`config.mk`:
```
export PLATFORM = sky130hd
export DESIGN_NAME = http_response_header_framer
export DESIGN_NICKNAME = d
export VERILOG_FILES = /design/src/rtl/core/hrhf_pkg.sv /design/src/rtl/core/http_response_header_framer.sv
export SDC_FILE = /design/constraint.sdc
export NUM_CORES = 1
export LEC_CHECK = 0
export BUFFER_PORTS_ARGS = -buffer_cell sky130_fd_sc_hd__buf_2
export CORE_MARGIN = 2
export CORE_UTILIZATION = 57
export CTS_CLUSTER_DIAMETER = 120
export DETAILED_ROUTE_END_ITERATION = 8
export PLACE_DENSITY = 0.78
export SLEW_MARGIN = 20
export SYNTH_ARGS = -nofsm -noshare
export SYNTH_HDL_FRONTEND = slang
export SYNTH_SLANG_ARGS = --single-unit
```
`constraint.sdc`:
```
create_clock -name clk_i -period 3.6 [get_ports clk_i]
set_input_delay 0.18 -clock clk_i [delete_from_list [all_inputs] [get_ports clk_i]]
set_output_delay 0.18 -clock clk_i [all_outputs]
set_load 0.05 [all_outputs]
```
`src/rtl/core/hrhf_pkg.sv`:
```
// Package for the HTTP response header framer.
// Holds character codes, the keyword table and small byte classifiers.
// No dependencies.
package hrhf_pkg;

  // Default width of the parsed content length.
  localparam int unsigned LengthWidthDef = 31;

  // Keyword "Content-Length:" and its length.
  localparam logic [3:0] KeyLen = 4'd15;

  localparam logic [7:0] ChCr    = 8'h0D;
  localparam logic [7:0] ChLf    = 8'h0A;
  localparam logic [7:0] ChPlus  = 8'h2B;
  localparam logic [7:0] ChSpace = 8'h20;
  localparam logic [7:0] ChHt    = 8'h09;
  localparam logic [7:0] ChZero  = 8'h30;
  localparam logic [7:0] ChNine  = 8'h39;

  // Terminator window: CR LF CR in the last three bytes, newest low.
  localparam logic [23:0] TermWindow = {ChCr, ChLf, ChCr};

  function automatic logic [7:0] key_char(input logic [3:0] idx);
    logic [7:0] ch;
    unique case (idx)
      4'd0:    ch = 8'h43; // C
      4'd1:    ch = 8'h6F; // o
      4'd2:    ch = 8'h6E; // n
      4'd3:    ch = 8'h74; // t
      4'd4:    ch = 8'h65; // e
      4'd5:    ch = 8'h6E; // n
      4'd6:    ch = 8'h74; // t
      4'd7:    ch = 8'h2D; // -
      4'd8:    ch = 8'h4C; // L
      4'd9:    ch = 8'h65; // e
      4'd10:   ch = 8'h6E; // n
      4'd11:   ch = 8'h67; // g
      4'd12:   ch = 8'h74; // t
      4'd13:   ch = 8'h68; // h
      4'd14:   ch = 8'h3A; // :
      default: ch = 8'h00;
    endcase
    return ch;
  endfunction

  // Space, HT, LF, VT, FF, CR.
  function automatic logic is_space(input logic [7:0] ch);
    return (ch == ChSpace) || ((ch >= ChHt) && (ch <= ChCr));
  endfunction

  function automatic logic is_digit(input logic [7:0] ch);
    return (ch >= ChZero) && (ch <= ChNine);
  endfunction

endpackage

```
`src/rtl/core/http_response_header_framer.sv`:
```
// Top level of the HTTP response header framer: header terminator search,
// Content-Length parse, body counting and completion flag.
// Depends on hrhf_pkg.
//
//  channel | valid       | stall        | payload
//  --------+-------------+--------------+-------------------------------------
//  in      | in_valid_i  | in_stall_o   | data_byte_i
//  out     | out_valid_o | out_stall_i  | echo_byte_o, is_body_o, header_end_o,
//          |             |              | length_known_o, content_length_o,
//          |             |              | complete_o
//
// One word per cycle sustained unless the output is stalled; each input word
// gives its result word in the cycle after acceptance, from a single output register.
// The input is stalled only while that output register is full and stalled;
// a waiting result is taken and a new word accepted in the same cycle.
// Reset (rst_ni low, asynchronous) clears all framing state and empties
// the output register.
module http_response_header_framer
  import hrhf_pkg::*;
#(
  parameter int unsigned LENGTH_WIDTH = LengthWidthDef
) (
  input  logic                    clk_i,
  input  logic                    rst_ni,
  input  logic                    in_valid_i,
  output logic                    in_stall_o,
  input  logic [7:0]              data_byte_i,
  output logic                    out_valid_o,
  input  logic                    out_stall_i,
  output logic [7:0]              echo_byte_o,
  output logic                    is_body_o,
  output logic                    header_end_o,
  output logic                    length_known_o,
  output logic [LENGTH_WIDTH-1:0] content_length_o,
  output logic                    complete_o
);

  // Parse phase codes.
  localparam logic [2:0] PhSearch = 3'd0; // looking for the keyword
  localparam logic [2:0] PhSkip1  = 3'd1; // drop the char after the colon
  localparam logic [2:0] PhBlank  = 3'd2; // blanks or sign
  localparam logic [2:0] PhSign   = 3'd3; // after '+'
  localparam logic [2:0] PhDigits = 3'd4; // reading digits
  localparam logic [2:0] PhDone   = 3'd5; // number finished

  localparam int unsigned AccW = LENGTH_WIDTH + 4;
  localparam int unsigned CmpW = (LENGTH_WIDTH > 32) ? LENGTH_WIDTH : 32;

  // Framing state.
  logic [23:0]             recent_q, recent_d;
  logic [3:0]              match_q, match_d;
  logic [2:0]              phase_q, phase_d;
  logic [LENGTH_WIDTH-1:0] acc_q, acc_d;
  logic                    hdr_seen_q, hdr_seen_d;
  logic [31:0]             count_q, count_d;
  logic [1:0]              hdr_cnt_q, hdr_cnt_d;
  logic                    finished_q, finished_d;

  // Output register.
  logic                    out_valid_q;
  logic [7:0]              echo_q;
  logic                    body_q, body_d;
  logic                    hend_q, hend_d;
  logic                    known_q;
  logic [LENGTH_WIDTH-1:0] clen_q;
  logic                    complete_q;

  logic                    in_acc;
  logic                    out_acc;

  // Digit accumulate: acc*10 + d by shift-add, saturate on overflow.
  logic [AccW-1:0]         acc_ext;
  logic [AccW-1:0]         acc_next;
  logic                    acc_ovf;
  logic [LENGTH_WIDTH-1:0] acc_digit;

  logic                    key_hit;
  logic [3:0]              match_next;
  logic                    term;

  assign out_acc    = out_valid_q && !out_stall_i;
  assign in_stall_o = out_valid_q && out_stall_i;
  assign in_acc     = in_valid_i && !in_stall_o;

  assign acc_ext   = {4'b0000, acc_q};
  assign acc_next  = (acc_ext << 3) + (acc_ext << 1) + {{LENGTH_WIDTH{1'b0}}, data_byte_i[3:0]};
  assign acc_ovf   = |acc_next[AccW-1:LENGTH_WIDTH];
  assign acc_digit = acc_ovf ? {LENGTH_WIDTH{1'b1}} : acc_next[LENGTH_WIDTH-1:0];

  assign key_hit    = (match_q < KeyLen) && (data_byte_i == key_char(match_q));
  assign match_next = key_hit ? (match_q + 4'd1)
                              : ((data_byte_i == key_char(4'd0)) ? 4'd1 : 4'd0);

  assign term = (hdr_cnt_q == 2'd3) && (recent_q == TermWindow) && (data_byte_i == ChLf);

  always_comb begin
    recent_d   = recent_q;
    match_d    = match_q;
    phase_d    = phase_q;
    acc_d      = acc_q;
    hdr_seen_d = hdr_seen_q;
    count_d    = count_q;
    hdr_cnt_d  = hdr_cnt_q;
    finished_d = finished_q;
    body_d     = 1'b0;
    hend_d     = 1'b0;

    if (!finished_q) begin
      if (!hdr_seen_q) begin
        // Content-Length parse.
        unique case (phase_q)
          PhSearch: begin
            if (match_next >= KeyLen) begin
              match_d = 4'd0;
              phase_d = PhSkip1;
            end else begin
              match_d = match_next;
            end
          end
          PhSkip1: begin
            phase_d = PhBlank;
          end
          PhBlank: begin
            priority if (is_space(data_byte_i)) begin
              phase_d = PhBlank;
            end else if (data_byte_i == ChPlus) begin
              phase_d = PhSign;
            end else if (is_digit(data_byte_i)) begin
              acc_d   = acc_digit;
              phase_d = PhDigits;
            end else begin
              acc_d   = '0;
              phase_d = PhDone;
            end
          end
          PhSign: begin
            if (is_digit(data_byte_i)) begin
              acc_d   = acc_digit;
              phase_d = PhDigits;
            end else begin
              acc_d   = '0;
              phase_d = PhDone;
            end
          end
          PhDigits: begin
            if (is_digit(data_byte_i)) begin
              acc_d = acc_digit;
            end else begin
              phase_d = PhDone;
            end
          end
          default: begin
          end
        endcase

        // Terminator tracking.
        recent_d = {recent_q[15:0], data_byte_i};
        if (hdr_cnt_q != 2'd3) begin
          hdr_cnt_d = hdr_cnt_q + 2'd1;
        end
        if (term) begin
          hdr_seen_d = 1'b1;
          hend_d     = 1'b1;
          if ((phase_d >= PhSkip1) && (phase_d <= PhDigits)) begin
            phase_d = PhDone;
          end
          if (acc_d == '0) begin
            finished_d = 1'b1;
          end
        end
      end else begin
        // Body byte.
        body_d = 1'b1;
        if (count_q != 32'hFFFF_FFFF) begin
          count_d = count_q + 32'd1;
        end
        if (CmpW'(count_d) == CmpW'(acc_q)) begin
          finished_d = 1'b1;
        end
      end
    end
  end

  always_ff @(posedge clk_i or negedge rst_ni) begin
    if (!rst_ni) begin
      recent_q   <= '0;
      match_q    <= '0;
      phase_q    <= PhSearch;
      acc_q      <= '0;
      hdr_seen_q <= 1'b0;
      count_q    <= '0;
      hdr_cnt_q  <= '0;
      finished_q <= 1'b0;
    end else if (in_acc) begin
      recent_q   <= recent_d;
      match_q    <= match_d;
      phase_q    <= phase_d;
      acc_q      <= acc_d;
      hdr_seen_q <= hdr_seen_d;
      count_q    <= count_d;
      hdr_cnt_q  <= hdr_cnt_d;
      finished_q <= finished_d;
    end
  end

  // Output valid: fills on accept, drains when taken.
  always_ff @(posedge clk_i or negedge rst_ni) begin
    if (!rst_ni) begin
      out_valid_q <= 1'b0;
    end else if (in_acc) begin
      out_valid_q <= 1'b1;
    end else if (out_acc) begin
      out_valid_q <= 1'b0;
    end
  end

  // Result payload, built from the updated state.
  always_ff @(posedge clk_i) begin
    if (in_acc) begin
      echo_q     <= data_byte_i;
      body_q     <= body_d;
      hend_q     <= hend_d;
      known_q    <= hdr_seen_d && (acc_d != '0);
      clen_q     <= hdr_seen_d ? acc_d : '0;
      complete_q <= finished_d;
    end
  end

  assign out_valid_o      = out_valid_q;
  assign echo_byte_o      = echo_q;
  assign is_body_o        = body_q;
  assign header_end_o     = hend_q;
  assign length_known_o   = known_q;
  assign content_length_o = clen_q;
  assign complete_o       = complete_q;

  // Completion is sticky once reached.
  assert property (@(posedge clk_i) disable iff (!rst_ni)
    finished_q |=> finished_q)
    else $error("completion flag dropped");

  // A response can only complete after its header.
  assert property (@(posedge clk_i) disable iff (!rst_ni)
    finished_q |-> hdr_seen_q)
    else $error("complete before header end");

  // A word is never both the header terminator and a body byte.
  assert property (@(posedge clk_i) disable iff (!rst_ni)
    out_valid_o |-> !(is_body_o && header_end_o))
    else $error("header end flagged on a body byte");

  // A known length is never zero.
  assert property (@(posedge clk_i) disable iff (!rst_ni)
    (out_valid_o && length_known_o) |-> (content_length_o != '0))
    else $error("length known with zero length");

endmodule
```
==> summary.txt, run 1 <==
Sequential Area -> 0.00377 mm2
Worst path slowest cell -> fa_2
vias in the first global route -> 9567
remaining routing DRC violations -> 0
LEAKAGE -> 6.02 nW
min Tclk post-route -> 3.75 ns
worst-skew pair later-pin latency -> 0.43 ns
die area -> 0.0193 mm2
Slew HR -> 0.432
Net Count, Synth -> 1286
die height -> 139 um
fmax -> 267 MHz
filler cell count in the final layout -> 1341
Synth Area in Compound Gates -> 0.178
All-Layer GR Usage -> 0.323
largest net degree at the start of global routing -> 49
Antenna Cells -> 0
mux cell area share after synthesis -> 0.0104
Worst Setup End Kind -> register
die width -> 139 um
asr flop ratio synth -> 0.697
Final WS setup -> -0.152 ns
final net count -> 1448
initial antenna violation count -> 0
Starting Density -> 0.579
largest family of logic cells by synthesized area -> simple AND/OR/NAND/NOR gates
Longest Clk Path Bufs -> 2
Clock Skews -> 0.00939 ns
# H-tree levels -> 4
synthesized flop and latch total -> 142
Simple-Gate Fraction of Synth Area -> 0.233
post-synthesis sequential area ratio -> 0.364
final setup TNS -> -0.152 ns
Netlist cell types -> 79
required time worst endpoint -> 3.77 ns
CTS tree -> yes
worst min path class -> in -> reg
CP Data Arrival Time -> 3.92 ns
core area -> 0.0179 mm2
Post-Synth XOR/XNOR Area -> 0.0886
Least-Margin Pin Slew -> 0.849 ns
Post-Synthesis Cell Area -> 0.0104 mm2
PortBufs -> 56
CP Cell Sequence -> fa_2 -> inv_2 -> fa_2 -> nand2b_4 -> a21oi_4 -> buf_4 -> o2111ai_1 -> nand4_1 -> nand3_2 -> or3_1 -> or4_4 -> o21ai_2 -> a41oi_1
PwrDens -> 303 mW/mm2
CP Max Fanout -> 2
FP Rows -> 49
share of cells above drive strength 1 -> 0.240
Main synth FF type -> dfrtp_1
Synth warnings -> 0
total number of vias -> 10100
initial DRC count -> 1033
Synth Area in Adders -> 0.0848
synthesized area per cell -> 8.60 um2
EDFF count, synth -> 43
delay of the slowest cell on the worst path -> 0.64 ns
Area Growth Syn to Fin -> 23.6%
DP Wirelength -> 22.9 mm
critical path class -> reg -> reg
Hold Fails Final Rpt -> 0
Routed Wire Length -> 31.8 mm
max-cap violations -> 0
Post-Place Cell Area -> 0.0118 mm2
crit path launch type -> register
Sink Count -> 142
status -> complete, but fails checks
Final Cycle Share -> 1.04
Pre-Repair DR Iteration Count -> 6
WP buf/inv -> 2
number of top-level pins -> 57
fin util -> 0.716
RSZ-0062 raised after global routing -> true
peak supply drop -> 348 uV
CP most frequent cell -> fa_2
Final ANT Viol Nets -> 0
failing checks -> setup timing
Design Area, Final -> 0.0128 mm2
GR Overflow Total -> 0
CTS Buf Count -> 17
post-synthesis cell count -> 1205
Max Slew Vio Count -> 0
GP Congestion -> 0.957
clk root buf -> clkbuf_16
CP delay by family, top -> simple AND/OR/NAND/NOR gates
most common cell after layout, fill and taps aside -> nand2_1
Worst-path clk slew -> 0.07 ns
via/cell ratio -> 6.27
most frequent cells in the layout -> nand2_1 (194), buf_4 (155), dfrtp_1 (96)
drt wl/cell -> 19.7 um
first-pass GRT wire length -> 49.9 mm
area of the multi-input gates -> 0.00657 mm2
Setup violations, final -> 1
-- routing by layer --
metal  share of wire  vias up  GRT usage
met1            0.41     4815      0.424
met2            0.48      487      0.535
met5               0        -          0
li1                -     4678          -
met4           0.045        0      0.141
met3           0.073      111     0.0483
-- power breakdown --
part | internal [W] | switching, W
combinational | 0.000155 | 0.000274
clock | 0.000934 | 0.000742
sequential | 0.00172 | 0.0000658
-- through the flow --
step	power, W	instances	hold slack [ns]	worst slack [ns]
floorplan	0.00211	1205	-0.116	-0.109
global placement	0.00222	1563	0.221	-0.166
detailed placement	0.00223	1563	0.222	-0.243
CTS	0.00388	1607	0.00565	-0.0747
global route	0.00400	1609	0.00747	-0.270
finish	0.00389	1609	0.0123	-0.152
-- worst register-to-register path, delay by kind of cell (launching register included) --
kind            cells  cell delay, ns
compound gates      4            0.52
buf+inv             2            0.20
simple gates        5            1.34
flops               1            0.43
fa+ha+maj           2            1.01
-- kinds of logic (layout without fill, tap and decap cells) --
| group | after synthesis | count (layout) |
|---|---|---|
| buffers and inverters | 101 | 276 |
| adders and majority gates | 69 | 69 |
| muxes | 10 | 10 |
| AOI/OAI and AO/OA | 287 | 287 |
| xor gates and xnor gates | 104 | 104 |
| and+or+nand+nor | 492 | 492 |
| DFF | 142 | 142 |
-- cell usage after synthesis (7+ instances only) --
master | number | area [um2]
a211oi_1 | 10 | 75.1
a21o_1 | 15 | 113
a21oi_1 | 77 | 385
a22o_1 | 9 | 78.8
a31oi_1 | 7 | 43.8
and3_1 | 14 | 87.6
clkbuf_1 | 60 | 225
dfrtp_1 | 99 | 2480
edfxtp_1 | 43 | 1290
ha_1 | 67 | 838
inv_1 | 26 | 97.6
nand2_1 | 195 | 732
nand2b_1 | 11 | 68.8
nand3_1 | 41 | 205
nand4_1 | 35 | 219
nor2_1 | 88 | 330
nor2b_1 | 8 | 50.1
nor3_1 | 24 | 120
nor4_1 | 18 | 113
o211ai_1 | 10 | 75.1
o21a_1 | 16 | 120
o21ai_0 | 81 | 405
o31ai_1 | 8 | 60.1
or2_2 | 7 | 43.8
or3_1 | 9 | 56.3
or4_1 | 7 | 52.6
xnor2_1 | 64 | 561
xor2_1 | 39 | 342
-- flip-flops by register name, summed over array words and instances (netlist names) --
name	cells
acc_q	31
complete_o	1
content_length_o	31
count_q	32
echo_byte_o	8
finished_q	1
hdr_cnt_q	2
hdr_seen_q	1
header_end_o	1
is_body_o	1
length_known_o	1
match_q	4
out_valid_o	1
phase_q	3
recent_q	24
-- area by class of cell --
cell class,count,share of cell area
multi-input combinational,962,0.512
sequential,142,0.294
timing repair buffer,218,0.120
clock buffer,19,0.0354
tap,229,0.0224
clock inverter,13,0.00791
inverter,26,0.00762
-- final timing paths --
path | depth (start not counted) | end | start | slack, ns
max | 13 | length_known_o$_DFFE_PP_ | acc_q[0]$_DFFE_PN0P_ | -0.15
min | 1 | echo_byte_o[0]$_DFFE_PP_ | data_byte_i[0] | 0.01
max reg2reg | 13 | length_known_o$_DFFE_PP_ | acc_q[0]$_DFFE_PN0P_ | -0.15
min reg2reg | 1 | hdr_cnt_q[0]$_DFFE_PN0P_ | hdr_cnt_q[0]$_DFFE_PN0P_ | 0.48
max in group asynchronous | 3 | acc_q[18]$_DFFE_PN0P_ | rst_ni | 2.44
min in group asynchronous | 2 | count_q[0]$_DFFE_PN0P_ | rst_ni | 0.30
-- timing repair --
action,4_1_cts,5_1_grt
buffers inserted,11,4
hold buffers,2,0
resized for setup,32,55
pin swaps,28,33
endpoints found under the hold margin,47,0
setup endpoints to repair,32,53
(Power assumes the default switching activity.)
==> inputs of run 2 (changes only) <==
--- a/config.mk
+++ b/config.mk
@@ -5,12 +5,13 @@
 export SDC_FILE = /design/constraint.sdc
 export NUM_CORES = 1
 export LEC_CHECK = 0
-export BUFFER_PORTS_ARGS = -buffer_cell sky130_fd_sc_hd__buf_2
+export BUFFER_PORTS_ARGS = -buffer_cell sky130_fd_sc_hd__clkbuf_2
 export CORE_MARGIN = 2
 export CORE_UTILIZATION = 57
 export CTS_CLUSTER_DIAMETER = 120
 export DETAILED_ROUTE_END_ITERATION = 8
 export PLACE_DENSITY = 0.78
+export SKIP_CTS_REPAIR_TIMING = 1
 export SLEW_MARGIN = 20
 export SYNTH_ARGS = -nofsm -noshare
 export SYNTH_HDL_FRONTEND = slang
==> run 2 against run 1 <==
Compared with the run above:
- the flow still finishes with violations (setup timing)
- critical path depth grew 3
- via count grew 3.2%
- clock power grew 5%
- cell count grew 0.50%
- sequential share of layout area shrank 0.39 points
==> summary.txt, run 2 (synthesized netlist as in run 1, its figures left out) <==
via/cell ratio -> 6.44 (was 6.27)
Pre-Repair DR Iteration Count -> 8 (was 6)
Least-Margin Pin Slew -> 1.27 ns (was 0.849 ns)
die area -> 0.0193 mm2 (unchanged)
most common cell after layout, fill and taps aside -> nand2_1 (unchanged)
Longest Clk Path Bufs -> 2 (unchanged)
Hold Fails Final Rpt -> 0 (unchanged)
Setup violations, final -> 40 (was 1)
RSZ-0062 raised after global routing -> true (unchanged)
Max Slew Vio Count -> 0 (unchanged)
final net count -> 1456 (was 1448)
Worst Setup End Kind -> register (unchanged)
total power draw -> 0.00398 W (was 0.00389 W)
CP Max Fanout -> 7 (was 2)
vias in the first global route -> 9696 (was 9567)
die width -> 139 um (unchanged)
CTS Buf Count -> 17 (unchanged)
area of the multi-input gates -> 0.00657 mm2 (about the same)
required time worst endpoint -> 3.76 ns (was 3.77 ns)
die height -> 139 um (unchanged)
core area -> 0.0179 mm2 (unchanged)
crit path launch type -> register (unchanged)
Final Cycle Share -> 1.05 (was 1.04)
initial antenna violation count -> 0 (unchanged)
CP delay by family, top -> adder cells (was simple AND/OR/NAND/NOR gates)
min Tclk post-route -> 3.78 ns (was 3.75 ns)
Final ANT Viol Nets -> 0 (unchanged)
drt wl/cell -> 20.1 um (was 19.7 um)
Reg with most FFs -> count_q (unchanged)
failing checks -> setup timing (unchanged)
remaining routing DRC violations -> 0 (unchanged)
clk root buf -> clkbuf_16 (unchanged)
Switching Power -> 0.00108 W (about the same)
Antenna Cells -> 0 (unchanged)
Slew HR -> 0.150 (was 0.432)
CP Cell Sequence -> fa_2 -> inv_2 -> fa_2 -> nand2b_4 -> a21oi_4 -> o21a_1 -> o41ai_4 -> buf_4 -> buf_4 -> o21ai_2 -> buf_6 -> xnor2_4 -> nand3_4 -> clkbuf_16 -> o211ai_1 -> a21oi_1 (was fa_2 -> inv_2 -> fa_2 -> nand2b_4 -> a21oi_4 -> buf_4 -> o2111ai_1 -> nand4_1 -> nand3_2 -> or3_1 -> or4_4 -> o21ai_2 -> a41oi_1)
number of top-level pins -> 57 (unchanged)
internal power -> 0.00290 W (was 0.00281 W)
PwrDens -> 307 mW/mm2 (was 303 mW/mm2)
worst hold slack -> 0.0114 ns (was 0.0123 ns)
initial DRC count -> 1446 (was 1033)
LEAKAGE -> 6.08 nW (was 6.02 nW)
most frequent cells in the layout -> nand2_1 (195), buf_4 (158), dfrtp_1 (97) (was nand2_1 (194), buf_4 (155), dfrtp_1 (96))
total number of vias -> 10400 (was 10100)
Clock Skews -> 0.0152 ns (was 0.00939 ns)
Final WS setup -> -0.184 ns (was -0.152 ns)
Layout Cells excl Fill -> 1617 (was 1609)
critical path class -> reg -> reg (unchanged)
Sink Count -> 142 (unchanged)
WP buf/inv -> 5 (was 2)
first-pass GRT wire length -> 50.3 mm (was 49.9 mm)
CP Data Arrival Time -> 3.95 ns (was 3.92 ns)
CTS tree -> yes (unchanged)
Starting Density -> 0.579 (unchanged)
FP Rows -> 49 (unchanged)
# H-tree levels -> 4 (unchanged)
Cells after DPL -> 1567 (was 1563)
Worst path slowest cell -> fa_2 (unchanged)
fmax -> 264 MHz (was 267 MHz)
worst-skew pair later-pin latency -> 0.44 ns (was 0.43 ns)
Worst-path clk slew -> 0.07 ns (about the same)
worst min path class -> in -> reg (unchanged)
delay of the slowest cell on the worst path -> 0.59 ns (was 0.64 ns)
PortBufs -> 56 (unchanged)
share of cells above drive strength 1 -> 0.255 (was 0.240)
largest net degree at the start of global routing -> 39 (was 49)
Area Growth Syn to Fin -> 25.2% (was 23.6%)
filler cell count in the final layout -> 1304 (was 1341)
Comb power frac -> 0.109 (was 0.110)
peak supply drop -> 347 uV (was 348 uV)
GP Congestion -> 0.957 (about the same)
Clock Power Share -> 0.444 (was 0.431)
Routed Wire Length -> 32.5 mm (was 31.8 mm)
final setup TNS -> -2.20 ns (was -0.152 ns)
switching share of total power -> 0.272 (was 0.278)
All-Layer GR Usage -> 0.324 (was 0.323)
status -> complete, but fails checks (unchanged)
DP Wirelength -> 23.3 mm (was 22.9 mm)
GR Overflow Total -> 0 (unchanged)
max-cap violations -> 0 (unchanged)
Sequential Area -> 0.00377 mm2 (about the same)
max reg flops -> 32 (unchanged)
sequential power share -> 0.447 (was 0.459)
-- run 2: final cells by class --
| type | instances | area share |
|---|---|---|
| flip-flops and latches | 142 | 0.291 |
| clock buffers | 20 | 0.0361 |
| multi-input cells | 962 | 0.506 |
| repair buffers | 226 | 0.128 |
| clock inverters | 12 | 0.00954 |
| well taps | 229 | 0.0221 |
| inverters | 26 | 0.00752 |
-- run 2: final timing paths --
| path | slack (ns) | start | to | cells after the start |
|---|---|---|---|---|
| setup / recovery | -0.18 | acc_q[0]$_DFFE_PN0P_ | content_length_o[15]$_SDFFCE_PN0P_ | 16 |
| hold / removal | 0.01 | out_stall_i | out_valid_o$_DFFE_PN0P_ | 3 |
| setup reg to reg | -0.18 | acc_q[0]$_DFFE_PN0P_ | content_length_o[15]$_SDFFCE_PN0P_ | 16 |
| hold reg to reg | 0.48 | hdr_cnt_q[0]$_DFFE_PN0P_ | hdr_cnt_q[0]$_DFFE_PN0P_ | 1 |
| max in group asynchronous | 2.50 | rst_ni | recent_q[3]$_DFFE_PN0P_ | 3 |
| min in group asynchronous | 0.25 | rst_ni | count_q[12]$_DFFE_PN0P_ | 2 |
-- run 2: metrics by stage --
stage / setup slack, ns / utilization / cell area [um2]
CTS: -0.288 / 0.693 / 12400
detailed placement: -0.278 / 0.660 / 11800
finish: -0.184 / 0.725 / 13000
global route: -0.289 / 0.725 / 13000
global placement: -0.164 / 0.660 / 11800
floorplan: -0.109 / - / 10400
-- run 2: metal layers --
layer,GRT usage,part of all wire
met5,0,0
met4,0.133,0.044
met3,0.0518,0.088
met2,0.528,0.47
met1,0.432,0.40
-- run 2: power groups by stage --
stage / logic, W / registers, W / clock network [W]
final: 0.000433 / 0.00178 / 0.00177
after global routing: 0.000469 / 0.00179 / 0.00185
after CTS: 0.000422 / 0.00178 / 0.00177
after detailed placement: 0.000421 / 0.00181 / 0
after global placement: 0.000412 / 0.00181 / 0
after floorplan: 0.000256 / 0.00185 / 0
-- run 2: tightest hold or removal path: cells and delay by family --
kind,cells,cell delay [ns]
and+or+nand+nor,2,0.16
buffers and inverters,1,0.08
